===== src/design/tcd_pkg.sv =====
// Shared types, constants and the effect remapping function for the track cell decoder.
// Used by tcd_ctrl, tcd_datapath and tracker_track_cell_decoder_core; depends on nothing.
package tcd_pkg;

	localparam int TRACK_ROWS_DEF = 64;
	localparam int MAX_RESULTS    = 64;
	localparam int COUNT_W        = $clog2(MAX_RESULTS + 1);
	localparam int SPAN_W         = 9;

	localparam logic [7:0] MARKER_BYTE  = 8'hFC;
	localparam logic [7:0] SPECIAL_FX   = 8'h99;
	localparam logic [7:0] NOTE_OFFSET  = 8'd24;
	localparam logic [5:0] FX_SPECIAL_A = 6'h22;
	localparam logic [5:0] FX_PORTA     = 6'h03;
	localparam logic [5:0] FX_VIBRATO   = 6'h23;
	localparam logic [5:0] FX_TREMOLO   = 6'h21;
	localparam logic [5:0] FX_PAN       = 6'h08;
	localparam logic [5:0] FX_EXTENDED  = 6'h30;
	localparam logic [5:0] FX_TEMPO     = 6'h16;
	localparam logic [5:0] FX_SPEED     = 6'h1C;
	localparam logic [5:0] FX_NONE      = 6'h00;
	localparam logic [7:0] TEMPO_MIN    = 8'h30;

	typedef struct packed {
		logic [5:0] eff;
		logic [7:0] op;
	} tcd_fx_t;

	typedef struct packed {
		logic load_note;
		logic load_repeat;
		logic load_instr;
		logic load_effects;
		logic load_opb;
		logic load_opa;
		logic emit;
		logic last;
	} tcd_cmd_t;

	typedef struct packed {
		logic               is_marker;
		logic               slot_free;
		logic [COUNT_W-1:0] count;
	} tcd_status_t;

	function automatic tcd_fx_t map_effect(input logic [3:0] e, input logic [7:0] o);
		tcd_fx_t r;
		r.eff = {2'b00, e};
		r.op  = o;
		case (e)
			4'h0, 4'h1, 4'h2, 4'h3, 4'h4, 4'h7, 4'hA, 4'hC, 4'hD: begin
				r.eff = {2'b00, e};
			end
			4'h5: r.eff = FX_VIBRATO;
			4'h9: r.eff = FX_TREMOLO;
			4'hB: begin
				r.eff = FX_PAN;
				r.op  = (o[7:4] != 4'h0) ? 8'hFF : {o[3:0], 4'h0};
			end
			4'hE: begin
				r.eff = FX_EXTENDED + {2'b00, o[7:4]};
				r.op  = {4'h0, o[3:0]};
			end
			4'hF: r.eff = (o >= TEMPO_MIN) ? FX_TEMPO : FX_SPEED;
			default: begin
				r.eff = FX_NONE;
				r.op  = 8'h00;
			end
		endcase
		return r;
	endfunction

endpackage


===== src/design/tcd_ctrl.sv =====
// Controller of the track cell decoder: walks the cell byte phases and sequences slot runs.
// Depends on tcd_pkg for the command and status structs.
module tcd_ctrl (
	input  logic                 clk,
	input  logic                 arst_n,
	input  logic                 byte_valid,
	output logic                 byte_stall,
	input  tcd_pkg::tcd_status_t status,
	output tcd_pkg::tcd_cmd_t    cmd
);

	typedef enum logic [2:0] {
		ST_NOTE,
		ST_REPEAT,
		ST_NOTE_AFTER_REPEAT,
		ST_INSTR,
		ST_EFFECT,
		ST_OPB,
		ST_OPA,
		ST_EMIT
	} state_t;

	state_t                       state_q;
	logic [tcd_pkg::COUNT_W-1:0]  slots_left_q;
	logic                         take;

	assign byte_stall = (state_q == ST_EMIT);
	assign take       = byte_valid && !byte_stall;

	always_comb begin
		cmd              = '0;
		cmd.load_note    = take && (((state_q == ST_NOTE) && !status.is_marker) ||
		                            (state_q == ST_NOTE_AFTER_REPEAT));
		cmd.load_repeat  = take && (state_q == ST_REPEAT);
		cmd.load_instr   = take && (state_q == ST_INSTR);
		cmd.load_effects = take && (state_q == ST_EFFECT);
		cmd.load_opb     = take && (state_q == ST_OPB);
		cmd.load_opa     = take && (state_q == ST_OPA);
		cmd.emit         = (state_q == ST_EMIT) && status.slot_free;
		cmd.last         = (slots_left_q == tcd_pkg::COUNT_W'(1));
	end

	always_ff @(posedge clk or negedge arst_n) begin
		if (!arst_n) begin
			state_q      <= ST_NOTE;
			slots_left_q <= '0;
		end else begin
			case (state_q)
				ST_NOTE: begin
					if (take) begin
						state_q <= status.is_marker ? ST_REPEAT : ST_INSTR;
					end
				end
				ST_REPEAT: begin
					if (take) begin
						state_q <= ST_NOTE_AFTER_REPEAT;
					end
				end
				ST_NOTE_AFTER_REPEAT: begin
					if (take) begin
						state_q <= ST_INSTR;
					end
				end
				ST_INSTR: begin
					if (take) begin
						state_q <= ST_EFFECT;
					end
				end
				ST_EFFECT: begin
					if (take) begin
						state_q <= ST_OPB;
					end
				end
				ST_OPB: begin
					if (take) begin
						state_q <= ST_OPA;
					end
				end
				ST_OPA: begin
					if (take) begin
						slots_left_q <= status.count;
						state_q      <= (status.count == '0) ? ST_NOTE : ST_EMIT;
					end
				end
				ST_EMIT: begin
					if (cmd.emit) begin
						slots_left_q <= slots_left_q - tcd_pkg::COUNT_W'(1);
						if (cmd.last) begin
							state_q <= ST_NOTE;
						end
					end
				end
				default: state_q <= ST_NOTE;
			endcase
		end
	end

endmodule


===== src/design/tcd_datapath.sv =====
// Datapath of the track cell decoder: held cell bytes, row and portamento state,
// slot conversion and the output register. Depends on tcd_pkg.
module tcd_datapath #(
	parameter int TRACK_ROWS = tcd_pkg::TRACK_ROWS_DEF
) (
	input  logic                 clk,
	input  logic                 arst_n,
	input  logic [7:0]           stream_byte,
	input  tcd_pkg::tcd_cmd_t    cmd,
	output tcd_pkg::tcd_status_t status,
	output logic                 slot_valid,
	input  logic                 slot_stall,
	output logic [7:0]           note_out,
	output logic [7:0]           instrument_out,
	output logic [5:0]           effect_a,
	output logic [7:0]           operand_a,
	output logic [5:0]           effect_b,
	output logic [7:0]           operand_b,
	output logic [5:0]           row_index,
	output logic                 run_last
);

	localparam int ROW_W = (TRACK_ROWS > 1) ? $clog2(TRACK_ROWS) : 1;
	localparam logic [ROW_W-1:0] ROW_LAST = ROW_W'(TRACK_ROWS - 1);
	localparam logic [tcd_pkg::SPAN_W-1:0] SPAN_ROWS = tcd_pkg::SPAN_W'(TRACK_ROWS);
	localparam logic [tcd_pkg::SPAN_W-1:0] SPAN_MAX  = tcd_pkg::SPAN_W'(tcd_pkg::MAX_RESULTS);

	logic [7:0]       held_note_q;
	logic [7:0]       held_instr_q;
	logic [7:0]       held_fx_q;
	logic [7:0]       held_opb_q;
	logic [7:0]       held_opa_q;
	logic [7:0]       repeat_q;
	logic [ROW_W-1:0] row_q;
	logic [1:0]       porta_q;
	logic             slot_valid_q;

	logic [7:0] note_q;
	logic [7:0] instr_q;
	logic [5:0] eff_a_q;
	logic [7:0] op_a_q;
	logic [5:0] eff_b_q;
	logic [7:0] op_b_q;
	logic [5:0] row_idx_q;
	logic       last_q;

	logic [tcd_pkg::SPAN_W-1:0] row_wide;
	logic [tcd_pkg::SPAN_W-1:0] rows_left;
	logic [tcd_pkg::SPAN_W-1:0] rep_wide;
	logic [tcd_pkg::SPAN_W-1:0] clip_rows;
	logic [7:0]                 slot_note;
	tcd_pkg::tcd_fx_t           fx_a;
	tcd_pkg::tcd_fx_t           fx_b;
	logic [1:0]                 porta_next;

	assign row_wide  = tcd_pkg::SPAN_W'(row_q);
	assign rows_left = SPAN_ROWS - row_wide;
	assign rep_wide  = tcd_pkg::SPAN_W'(repeat_q);
	assign clip_rows = (rep_wide < rows_left) ? rep_wide : rows_left;

	assign status.is_marker = (stream_byte == tcd_pkg::MARKER_BYTE);
	assign status.slot_free = !slot_valid_q || !slot_stall;
	assign status.count     = (clip_rows > SPAN_MAX) ? tcd_pkg::COUNT_W'(tcd_pkg::MAX_RESULTS)
	                                                 : tcd_pkg::COUNT_W'(clip_rows);

	always_comb begin
		slot_note = (held_note_q != 8'h00) ? held_note_q + tcd_pkg::NOTE_OFFSET : 8'h00;
		if (held_fx_q == tcd_pkg::SPECIAL_FX) begin
			fx_a.eff = tcd_pkg::FX_SPECIAL_A;
			fx_a.op  = held_opa_q;
			fx_b.eff = tcd_pkg::FX_NONE;
			fx_b.op  = held_opb_q;
		end else begin
			fx_a = tcd_pkg::map_effect(held_fx_q[7:4], held_opa_q);
			fx_b = tcd_pkg::map_effect(held_fx_q[3:0], held_opb_q);
		end
		if (porta_q[0] && (slot_note == 8'h00)) begin
			fx_a.eff = tcd_pkg::FX_PORTA;
			fx_a.op  = 8'h00;
		end
		if (porta_q[1] && (slot_note == 8'h00)) begin
			fx_b.eff = tcd_pkg::FX_PORTA;
			fx_b.op  = 8'h00;
		end
		porta_next = porta_q;
		if (slot_note != 8'h00) begin
			porta_next[0] = (fx_a.eff == tcd_pkg::FX_PORTA) && (fx_a.op != 8'h00);
			porta_next[1] = (fx_b.eff == tcd_pkg::FX_PORTA) && (fx_b.op != 8'h00);
		end
	end

	always_ff @(posedge clk or negedge arst_n) begin
		if (!arst_n) begin
			repeat_q     <= 8'd1;
			row_q        <= '0;
			porta_q      <= 2'b00;
			slot_valid_q <= 1'b0;
		end else begin
			if (cmd.load_repeat) begin
				repeat_q <= stream_byte;
			end else if (cmd.load_opa) begin
				repeat_q <= 8'd1;
			end
			if (cmd.emit) begin
				slot_valid_q <= 1'b1;
				if (row_q == ROW_LAST) begin
					row_q   <= '0;
					porta_q <= 2'b00;
				end else begin
					row_q   <= row_q + ROW_W'(1);
					porta_q <= porta_next;
				end
			end else if (!slot_stall) begin
				slot_valid_q <= 1'b0;
			end
		end
	end

	always_ff @(posedge clk) begin
		if (cmd.load_note) begin
			held_note_q <= stream_byte;
		end
		if (cmd.load_instr) begin
			held_instr_q <= stream_byte;
		end
		if (cmd.load_effects) begin
			held_fx_q <= stream_byte;
		end
		if (cmd.load_opb) begin
			held_opb_q <= stream_byte;
		end
		if (cmd.load_opa) begin
			held_opa_q <= stream_byte;
		end
		if (cmd.emit) begin
			note_q    <= slot_note;
			instr_q   <= held_instr_q;
			eff_a_q   <= fx_a.eff;
			op_a_q    <= fx_a.op;
			eff_b_q   <= fx_b.eff;
			op_b_q    <= fx_b.op;
			row_idx_q <= row_wide[5:0];
			last_q    <= cmd.last;
		end
	end

	assign slot_valid     = slot_valid_q;
	assign note_out       = note_q;
	assign instrument_out = instr_q;
	assign effect_a       = eff_a_q;
	assign operand_a      = op_a_q;
	assign effect_b       = eff_b_q;
	assign operand_b      = op_b_q;
	assign row_index      = row_idx_q;
	assign run_last       = last_q;

endmodule


===== src/design/tracker_track_cell_decoder_core.sv =====
// Top level of the track cell decoder: joins the phase controller and the slot datapath.
// Depends on tcd_pkg, tcd_ctrl and tcd_datapath.
//
// The block takes one coded track byte per cycle while byte_stall is low and converts each
// completed cell into pattern slots, one per row. Bytes that do not close a cell are taken
// at one per cycle with no stall. After the closing byte of a cell that yields n slots
// (its repeat count, clipped at the track end and at 64), the byte channel is held while the
// slot generator produces one slot per cycle into a single output register, unless the
// slot channel stalls. A cell with repeat count zero yields no slot and does not hold the
// byte channel. Slots appear in the cycle after they are generated, and the byte channel
// reopens in the cycle after a run's last slot is generated, even if it is not yet taken.
module tracker_track_cell_decoder_core #(
	parameter int TRACK_ROWS = tcd_pkg::TRACK_ROWS_DEF
) (
	input  logic       clk,
	input  logic       arst_n,
	input  logic       byte_valid,
	output logic       byte_stall,
	input  logic [7:0] stream_byte,
	output logic       slot_valid,
	input  logic       slot_stall,
	output logic [7:0] note_out,
	output logic [7:0] instrument_out,
	output logic [5:0] effect_a,
	output logic [7:0] operand_a,
	output logic [5:0] effect_b,
	output logic [7:0] operand_b,
	output logic [5:0] row_index,
	output logic       run_last
);

	tcd_pkg::tcd_cmd_t    cmd;
	tcd_pkg::tcd_status_t status;

	tcd_ctrl u_ctrl (
		.clk        (clk),
		.arst_n     (arst_n),
		.byte_valid (byte_valid),
		.byte_stall (byte_stall),
		.status     (status),
		.cmd        (cmd)
	);

	tcd_datapath #(
		.TRACK_ROWS (TRACK_ROWS)
	) u_datapath (
		.clk            (clk),
		.arst_n         (arst_n),
		.stream_byte    (stream_byte),
		.cmd            (cmd),
		.status         (status),
		.slot_valid     (slot_valid),
		.slot_stall     (slot_stall),
		.note_out       (note_out),
		.instrument_out (instrument_out),
		.effect_a       (effect_a),
		.operand_a      (operand_a),
		.effect_b       (effect_b),
		.operand_b      (operand_b),
		.row_index      (row_index),
		.run_last       (run_last)
	);

endmodule

===== config.mk =====
export PLATFORM = sky130hd
export DESIGN_NAME = tracker_track_cell_decoder_core
export DESIGN_NICKNAME = d
export VERILOG_FILES = /design/src/design/tcd_pkg.sv /design/src/design/tcd_ctrl.sv /design/src/design/tcd_datapath.sv /design/src/design/tracker_track_cell_decoder_core.sv
export SDC_FILE = /design/constraint.sdc
export NUM_CORES = 1
export LEC_CHECK = 0
export CORE_MARGIN = 3
export CORE_UTILIZATION = 50
export DETAILED_ROUTE_END_ITERATION = 8
export DONT_BUFFER_PORTS = 1
export GPL_TIMING_DRIVEN = 0
export PLACE_DENSITY_LB_ADDON = 0.25
export SLEW_MARGIN = 25
export SYNTH_ARGS = -nofsm -noshare
export SYNTH_HDL_FRONTEND = slang
export SYNTH_SLANG_ARGS = --single-unit

===== constraint.sdc =====
create_clock -name clk -period 3.3 [get_ports clk]
set_input_delay 0.165 -clock clk [delete_from_list [all_inputs] [get_ports clk]]
set_output_delay 0.165 -clock clk [all_outputs]
set_load 0.03 [all_outputs]

**Yosys cells after proc, flatten, opt, wreduce, memory -nomap -nowiden**

Index checks and enable logic that the tools add are counted.

- Logic and storage cells: 155
- Output and inout port bits: 53
- Register bits after elaboration: 118
- Bits of input ports: 12

- Add/sub/neg operators: 6
- Eq/ne operators: 49
- Magnitude comparators: 4
- Mux-type cells: 37
- Reductions and logical operators: 40

Operators by type and width:

| cell | count |
|---|---|
| $pmux W6 S6 | 2 |
| $eq A4 B4 Y1 const B | 14 |
| $mux W14 | 4 |
| $pmux W8 S3 | 2 |
| $mux W8 | 5 |
| $reduce_bool A8 Y1 | 4 |
| $mux W3 | 10 |
| $eq A4 B3 Y1 const B | 6 |
| $pmux W3 S8 | 1 |
| $reduce_or A12 Y1 | 2 |
| $mux W7 | 3 |
| $ne A2 B1 Y1 const B | 9 |
| $reduce_or A9 Y1 | 2 |
| $eq A4 B2 Y1 const B | 4 |
| $eq A8 B8 Y1 const B | 2 |
| $ge A8 B6 Y1 const B | 2 |
| $pmux W7 S2 | 1 |
| $logic_and A1 B1 Y1 | 13 |
| $add A5 B5 Y6 const A | 2 |
| $eq A3 B3 Y1 const B | 4 |
| $eq A6 B2 Y1 const B | 2 |
| $gt A9 B7 Y1 const B | 1 |
| $lt A8 B9 Y1 | 1 |
| $mux W9 | 1 |
| 25 further kinds | 39 |

**Logic depth before layout (Yosys ltp)**

Gate-level depths: netlist of run 1.

- Depth after elaboration: 9
- Gate-level depth with buffers: 13
- Depth with buffers taken out: 12

**Cells and area by module**

Synthesis of run 1 repeated with hierarchy kept, for this count alone.

- Cells, all modules: 475
- Area, all modules: 5570.3 um^2

Modules (own cells, without submodules):

| module | seq. area each (um^2) | instances | area each (um^2) | cells an instance |
|---|---|---|---|---|
| tcd_datapath | 3159.3 | 1 | 4820.9 | 391 |
| tcd_ctrl | 250.2 | 1 | 749.5 | 84 |

**Worst setup path after synthesis of run 1**

Ideal clock, no wire load.

- Kind: register -> register
- From: register u_datapath.row_q[0]
- To: register u_ctrl.slots_left_q[2] (netlist name)
- Stages on the path, launching flop included: 14
- Data arrival time: 2.726 ns
- Library setup time: 0.138 ns
- Path slack: 0.436 ns
- Cell sequence: dfrtp_1 -> inv_1 -> ha_1 -> or3b_1 -> xor2_1 -> inv_1 -> ha_1 -> a211oi_1 -> nor2_1 -> a2111oi_4 -> buf_6 -> nor2_1 -> a21oi_1 -> o221ai_1

- Cells in the longest elaborated chain, start to end: 7

RTL lines:

| item | RTL line | text |
|---|---|---|
| from (decl) | tcd_datapath.sv:34 | `logic [ROW_W-1:0] row_q;` |
| from (signal assigned) | tcd_datapath.sv:110 | `row_q <= row_q + ROW_W'(1);` |
| $sub A7 B6 Y8 (*) | tcd_datapath.sv:57 | `assign rows_left = SPAN_ROWS - row_wide;` |
| $lt A8 B9 Y1 | tcd_datapath.sv:59 | `assign clip_rows = (rep_wide < rows_left) ? rep_wide : rows_left;` |
| $mux W9 (*) | tcd_datapath.sv:59 |  |
| $gt A9 B7 Y1 | tcd_datapath.sv:63 | `assign status.count = (clip_rows > SPAN_MAX) ? tcd_pkg::COUNT_W'(tcd_pkg::MAX_RESULTS)` |
| $mux W7 (*) | tcd_datapath.sv:63 |  |
| $mux W7 (*) | tcd_ctrl.sv:80 | `if (take) begin` |
| $pmux W7 S2 (*) | tcd_ctrl.sv:48 | `case (state_q)` |
| to (signal assigned) | tcd_ctrl.sv:81 | `slots_left_q <= status.count;` |
| to (signal assigned) | tcd_ctrl.sv:87 | `slots_left_q <= slots_left_q - tcd_pkg::COUNT_W'(1);` |
| to (decl) | tcd_ctrl.sv:24 | `logic [tcd_pkg::COUNT_W-1:0] slots_left_q;` |

Mark *: on every way between the ends. The rest lies on a longest branch, timed or not. The select of a mux whose other input is x is not followed.
A chain may end at the register's enable or synchronous reset.

**Worst setup path in the final report of run 1**

- From: register u_datapath.row_q[0]
- To: register u_ctrl.slots_left_q[4] (netlist name)

The elaborated chain is that of the path after synthesis.

==> flow_metrics.tcl, run 1 <==
set metrics [dict create \
    dieHeight_um 110 \
    design_area_um2 6470 \
    grt_max_degree 61 \
    place.gp.congestion 0.880 \
    leakagePower_nw 2.40 \
    period_minus_slack_ps 3200 \
    h-tree-depth 4 \
    timing.critical_path.to "u_ctrl.slots_left_q[4]$_DFFE_PN0P_" \
    finalHoldViolations 0 \
    layout-drive-gt1-share_pct 10.9 \
    cts_root_buffer "clkbuf_8" \
    numCtsBuffers 17 \
    dieArea_um2 12100 \
    grt_first_pass_wirelength_um 18700 \
    async_reset_ff_share_pct 22.9 \
    start_kind "register" \
    slew_viol_final 0 \
    synth_edf_count 91 \
    p_per_area_nw_per_um2 1020 \
    drc 0 \
    grt_use_total_pct 20.6 \
    routedWlPerCell_um 18.0 \
    status "finished, final reports clean" \
    avgViaCountPerCell 5.98 \
    antenna_cells 0 \
    fin_util_pct 61.9 \
    worstMarginPinSlew_ps 865 \
    rows 37 \
    clk_pin_slew_ps 60 \
    drt-initial-drc-count 250 \
    synth_area_um2 5430 \
    totalWireLength_um 11900 \
    ant_nets 0 \
    antenna_found_initial 0 \
    area_growth_pct 19.3 \
    synth_fp_nets 499 \
    cts_buffer_depth 2 \
    netlist_instances 476 \
    r2r-end "u_ctrl.slots_left_q[4]$_DFFE_PN0P_" \
    min_path_type "input pin to async pin" \
    initial_core_util_pct 51.9 \
    nets 533 \
    core-area_um2 10500 \
    portBuffers 0 \
    vdd_drop_max_mv 0.447 \
    timing.max_slew.rel_slack_pct 42.1 \
    ys_types 58 \
    ys.flop_type "edfxtp_1" \
    setup_slack_ps 103 \
    cts_tree "built" \
    firstDrtPassIters 5 \
    setup_viol 0 \
    reg2reg_depth 13 \
    grt_overflow_total 0 \
    vias 3942 \
    rrSetupSlack_ps 100 \
    cp.required_ps 3740 \
    cp-end-kind "register" \
    critical_path.startpoint "u_datapath.row_q[0]$_DFFE_PN0P_" \
    max_freq_mhz 313 \
    grt_pass1_vias 3654 \
    hpwl_um 7640 \
    placed_area_um2 5600 \
    synth_seq_cells 118 \
    path_max_fanout 7 \
    maxCapViolations 0 \
    clock_sinks 118 \
    clkLatencyLatePin_ps 520 \
    reg2reg_from "u_datapath.row_q[0]$_DFFE_PN0P_" \
    io-pin-count 65 \
    critPathKind "register to register" \
    yosysSeqAreaShare_pct 62.8 \
    die_x_um 110 \
    worstPathArrival_ps 3640 \
    dpl_worst_slack_ps -32.3 \
    fin_setup_tns_ps 0 \
    fin_crit_sh_pct 96.9 \
    syn_avg_cell_area_um2 11.4 \
    hold_ws_ps 109 \
    ys_warn_count 0 \
    finClkSkew_ps 6.22 \
]
==> registers in the layout (all words and copies together) (netlist names) <==
| register | cells |
|---|---|
| u_datapath.instrument_out | 8 |
| u_datapath.held_instr_q | 8 |
| u_datapath.porta_q | 2 |
| u_ctrl.state_q | 3 |
| u_datapath.note_out | 8 |
| u_datapath.run_last | 1 |
| u_datapath.operand_a | 8 |
| u_datapath.held_opa_q | 8 |
| u_datapath.row_index | 6 |
| u_datapath.held_note_q | 8 |
| u_datapath.effect_a | 6 |
| u_datapath.row_q | 6 |
| u_datapath.held_fx_q | 8 |
| u_ctrl.slots_left_q | 7 |
| u_datapath.slot_valid | 1 |
| u_datapath.held_opb_q | 8 |
| u_datapath.effect_b | 6 |
| u_datapath.operand_b | 8 |
| u_datapath.repeat_q | 8 |
==> worst min-delay path by stage <==
stage	slack [ps]	endpoint	start
4_1_cts	90	u_datapath.repeat_q[7]$_DFFE_PN0P_	arst_n
2_1_floorplan	-130	u_ctrl.slots_left_q[0]$_DFFE_PN0P_	arst_n
5_1_grt	130	u_datapath.row_q[1]$_DFFE_PN0P_	arst_n
6_report	110	u_datapath.row_q[1]$_DFFE_PN0P_	arst_n
3_3_place_gp	-130	u_datapath.row_q[4]$_DFFE_PN0P_	arst_n
3_5_place_dp	-130	u_datapath.row_q[3]$_DFFE_PN0P_	arst_n
==> timing repair <==
action                                  in CTS  in global routing
setup buffers                                1                  3
hold endpoints to repair                    76                  0
hold buffers                                11                  0
pin swaps                                    1                  4
gates resized for setup                      0                 12
endpoints found under the setup margin       3                 10
==> cell type report <==
type                       instances  area [um^2]
fill                             822         3990
sequential                       118         3410
multi-input combinational        316         1900
clock buffer                      18          428
clock inverter                    14          244
tap                              136          170
timing repair buffer              15          150
buffer                            24          105
inverter                          18         67.6
==> power by group <==
part | internal (mW) | switching, mW
Sequential | 2.18 | 0.742
Clock | 1.41 | 0.661
Combinational | 0.554 | 1.03
==> per-layer routing <==
layer / vias up / GRT usage [%] / wire [um] / share of wire [%]
li1: 1844 / - / - / -
met1: 1919 / 26.3 / 5120 / 43
met2: 158 / 33.4 / 5910 / 50
met3: 21 / 5.65 / 638 / 5.4
met4: 0 / 8.36 / 183 / 1.5
met5: - / 0 / 0 / 0
==> cells in the mapped netlist, types with 7 or more instances <==
master | n | area [um^2]
nand2_1 | 50 | 188
inv_1 | 17 | 63.8
nor2_1 | 47 | 176
a21oi_1 | 38 | 190
dfrtp_1 | 26 | 651
o22ai_1 | 9 | 56.3
nand3_1 | 15 | 75.1
nor2b_1 | 8 | 50.1
clkbuf_1 | 19 | 71.3
ha_1 | 11 | 138
nor3_1 | 16 | 80.1
a211oi_1 | 7 | 52.6
o21ai_0 | 30 | 150
edfxtp_1 | 91 | 2730
==> cells in the final DEF, fill, tap and decap left out, types with 4 or more instances in the layout <==
| cell | Yosys | routed |
|---|---|---|
| xnor2_1 | 5 | 5 |
| nand3_1 | 15 | 15 |
| nor2_1 | 47 | 47 |
| nand3b_1 | 4 | 4 |
| edfxtp_1 | 91 | 91 |
| dlygate4sd3_1 | 0 | 10 |
| inv_1 | 17 | 17 |
| clkbuf_16 | 0 | 16 |
| a21oi_1 | 38 | 37 |
| bufinv_16 | 0 | 6 |
| o22ai_1 | 9 | 9 |
| and2_1 | 4 | 4 |
| nand2b_1 | 6 | 6 |
| clkbuf_1 | 19 | 19 |
| dfrtp_1 | 26 | 25 |
| xor2_1 | 6 | 5 |
| nor3_1 | 16 | 15 |
| nor2b_1 | 8 | 8 |
| nand2_1 | 50 | 49 |
| a221o_1 | 4 | 4 |
| o21ai_0 | 30 | 30 |
| ha_1 | 11 | 10 |
| buf_4 | 0 | 5 |
| a211oi_1 | 7 | 6 |
==> per-stage QoR <==
stage / std cells / power [mW]
finish: 659 / 6.57
global route: 659 / 6.92
CTS: 656 / 6.50
detailed placement: 612 / 4.38
global placement: 612 / 4.31
floorplan: 476 / 3.98
==> critical path: stages (launching register included) <==
cell,delay [ps]
dfrtp_2,450
inv_1,120
ha_2,230
or3b_4,430
xor2_2,170
inv_1,90
ha_1,320
a211oi_2,210
nor2_1,100
a2111oi_4,370
buf_4,180
a211o_1,90
nand3_1,110
o221ai_2,240
==> cells by family after synthesis <==
logic type,Yosys count,synth area share [%]
AOI/OAI and AO/OA,124,14.8
xor gates and xnor gates,11,1.77
buffers and inverters,42,3.14
adders and majority gates,11,2.54
and+or+nand+nor,170,14.9
DFF,118,62.8
(Power assumes the default switching activity.)
==> run 2, diff against run 1 <==
PLACE_DENSITY_LB_ADDON = not set   (was 0.25)
==> flow_metrics.tcl, run 2 (synthesis results as in run 1) <==
set metrics [dict create \
    status "finished, final reports clean" \
    path_max_fanout 7 \
    totalWireLength_um 11900 \
    grt-busiest-layer "met2" \
    worstMarginPinSlew_ps 856 \
    worstPathArrival_ps 3560 \
    start_kind "register" \
    finalHoldViolations 0 \
    setup_slack_ps 149 \
    slew_viol_final 0 \
    max_freq_mhz 317 \
    pwr-share-comb_pct 25.6 \
    setup_viol 0 \
    clock_power_share_pct 27.1 \
    avgViaCountPerCell 5.78 \
    ant_nets 0 \
    min_path_type "input pin to async pin" \
    initial_core_util_pct 51.9 \
    place.gp.congestion 0.860 \
    cts_tree "built" \
    clock_sinks 118 \
    routedWlPerCell_um 17.9 \
    use_met2_pct 33.2 \
    p_int_mw 3.82 \
    area_growth_pct 17.1 \
    swShare_pct 38.1 \
    leakagePower_nw 2.36 \
    drt-initial-drc-count 194 \
    dieArea_um2 12100 \
    nets 537 \
    antenna_found_initial 0 \
    crit_slowest_cell "dfrtp_2" \
    vias 3829 \
    timing.max_slew.rel_slack_pct 42.7 \
    finish.cell_count_without_fillers 663 \
    grt_use_total_pct 21.6 \
    layout_commonest_cell "edfxtp_1" \
    cts_buffer_depth 2 \
    antenna_cells 0 \
    p_sw_mw 2.35 \
    cp-end-kind "register" \
    fin_util_pct 60.7 \
    io-pin-count 65 \
    hpwl_um 7700 \
    grt_first_pass_wirelength_um 19500 \
    finClkSkew_ps 7.47 \
    dpl_worst_slack_ps -19.0 \
    fin_crit_sh_pct 95.5 \
    firstDrtPassIters 4 \
    cp_cell_sequence "inv_1 > ha_2 > or3b_4 > nor3_4 > inv_1 > ha_1 > nand4_1 > nor2_1 > a2111oi_4 > buf_4 > buf_4 > o21ai_2 > o2111ai_1" \
    h-tree-depth 4 \
    clkLatencyLatePin_ps 510 \
    critPathKind "register to register" \
    grt_overflow_total 0 \
    period_minus_slack_ps 3150 \
    layout-drive-gt1-share_pct 9.87 \
    cts_root_buffer "clkbuf_8" \
    clk_pin_slew_ps 60 \
    p_per_area_nw_per_um2 971 \
    crit_path_max_incr_delay_ps 450 \
    rows 37 \
    crit_family "simple AND/OR/NAND/NOR gates" \
    cp.buffers_inverters 4 \
    numCtsBuffers 17 \
    die_x_um 110 \
    portBuffers 0 \
    seqPwrFrac_pct 47.3 \
    layout_common_cells "91 x edfxtp_1, 49 x nand2_1, 47 x nor2_1, 37 x a21oi_1, 30 x o21ai_0" \
    dieHeight_um 110 \
    grt_use_met3_pct 6.06 \
    core-area_um2 10500 \
    fin_setup_tns_ps 0 \
    vdd_drop_max_mv 0.513 \
    cp.required_ps 3710 \
    met1_usage_pct 29.1 \
    placed_cells 612 \
    drc 0 \
    grt_pass1_vias 3751 \
    maxCapViolations 0 \
    grt_max_degree 61 \
]
-- run 2: changes by cell type in the layout (fill, tap and decap cells not counted), sizes merged --
| cell | previous run | this run |
|---|---|---|
| buf | 10 | 14 |
| bufinv | 6 | 2 |
| clkbuf | 37 | 40 |
| clkinv | 4 | 9 |
| clkinvlp | 2 | 1 |
| inv | 20 | 17 |
-- run 2: final timing paths --
path / startpoint / endpoint / slack, ps / depth (start not counted)
min in group clk: byte_valid / u_ctrl.state_q[2]$_DFFE_PN0P_ / 140 / 4
setup / recovery: u_datapath.row_q[0]$_DFFE_PN0P_ / u_ctrl.state_q[1]$_DFFE_PN0P_ / 150 / 13
hold / removal: arst_n / u_datapath.row_q[5]$_DFFE_PN0P_ / 110 / 2
hold reg to reg: u_datapath.held_instr_q[3]$_DFFE_PP_ / u_datapath.instrument_out[3]$_DFFE_PP_ / 420 / 0
setup reg to reg: u_datapath.row_q[0]$_DFFE_PN0P_ / u_ctrl.state_q[1]$_DFFE_PN0P_ / 150 / 13
max in group asynchronous: arst_n / u_datapath.repeat_q[0]$_DFFE_PN1P_ / 2940 / 2
-- run 2: worst register-to-register path: stages (launching register included) --
cell and delay, ps:
dfrtp_2 450, inv_1 110, ha_2 210, or3b_4 410, nor3_4 260, inv_1 120, ha_1 320, nand4_1 100
nor2_1 80, a2111oi_4 390, buf_4 210, buf_4 110, o21ai_2 80, o2111ai_1 210
-- run 2: per-layer routing --
metal  up-vias  wire length, um
met5         -                0
met4         0              185
met3        18              581
met2       137             5630
met1      1819             5510
li1       1855                -
-- run 2: power by group through the flow --
stage / registers, mW / clock network [mW] / logic (mW)
floorplan: 2.86 / 0 / 1.11
global placement: 2.95 / 0 / 1.38
detailed placement: 2.95 / 0 / 1.42
CTS: 2.93 / 1.71 / 1.48
global route: 2.98 / 1.79 / 1.79
finish: 2.92 / 1.68 / 1.58
-- run 2: metrics by stage --
step | power [mW] | hold WS [ps] | instance area [um^2]
CTS | 6.12 | 94.0 | 6280
floorplan | 3.98 | -131 | 5430
global route | 6.56 | 118 | 6350
detailed placement | 4.37 | -130 | 5610
global placement | 4.33 | -130 | 5600
finish | 6.17 | 112 | 6350
-- run 2: cell type report --
cell class	instances	area, um^2
clock buffer	21	429
timing repair buffer	19	180
clock inverter	11	113
multi-input combinational	316	1880
buffer	24	105
tap	136	170
sequential	118	3410
inverter	18	67.6
fill	867	4110
-- run 2: what timing repair did --
action,in CTS,in global routing
endpoints found under the setup margin,3,10
buffers inserted,1,7
pin swaps,1,2
hold endpoints to repair,76,0
hold buffers,11,0
gates resized for setup,1,8
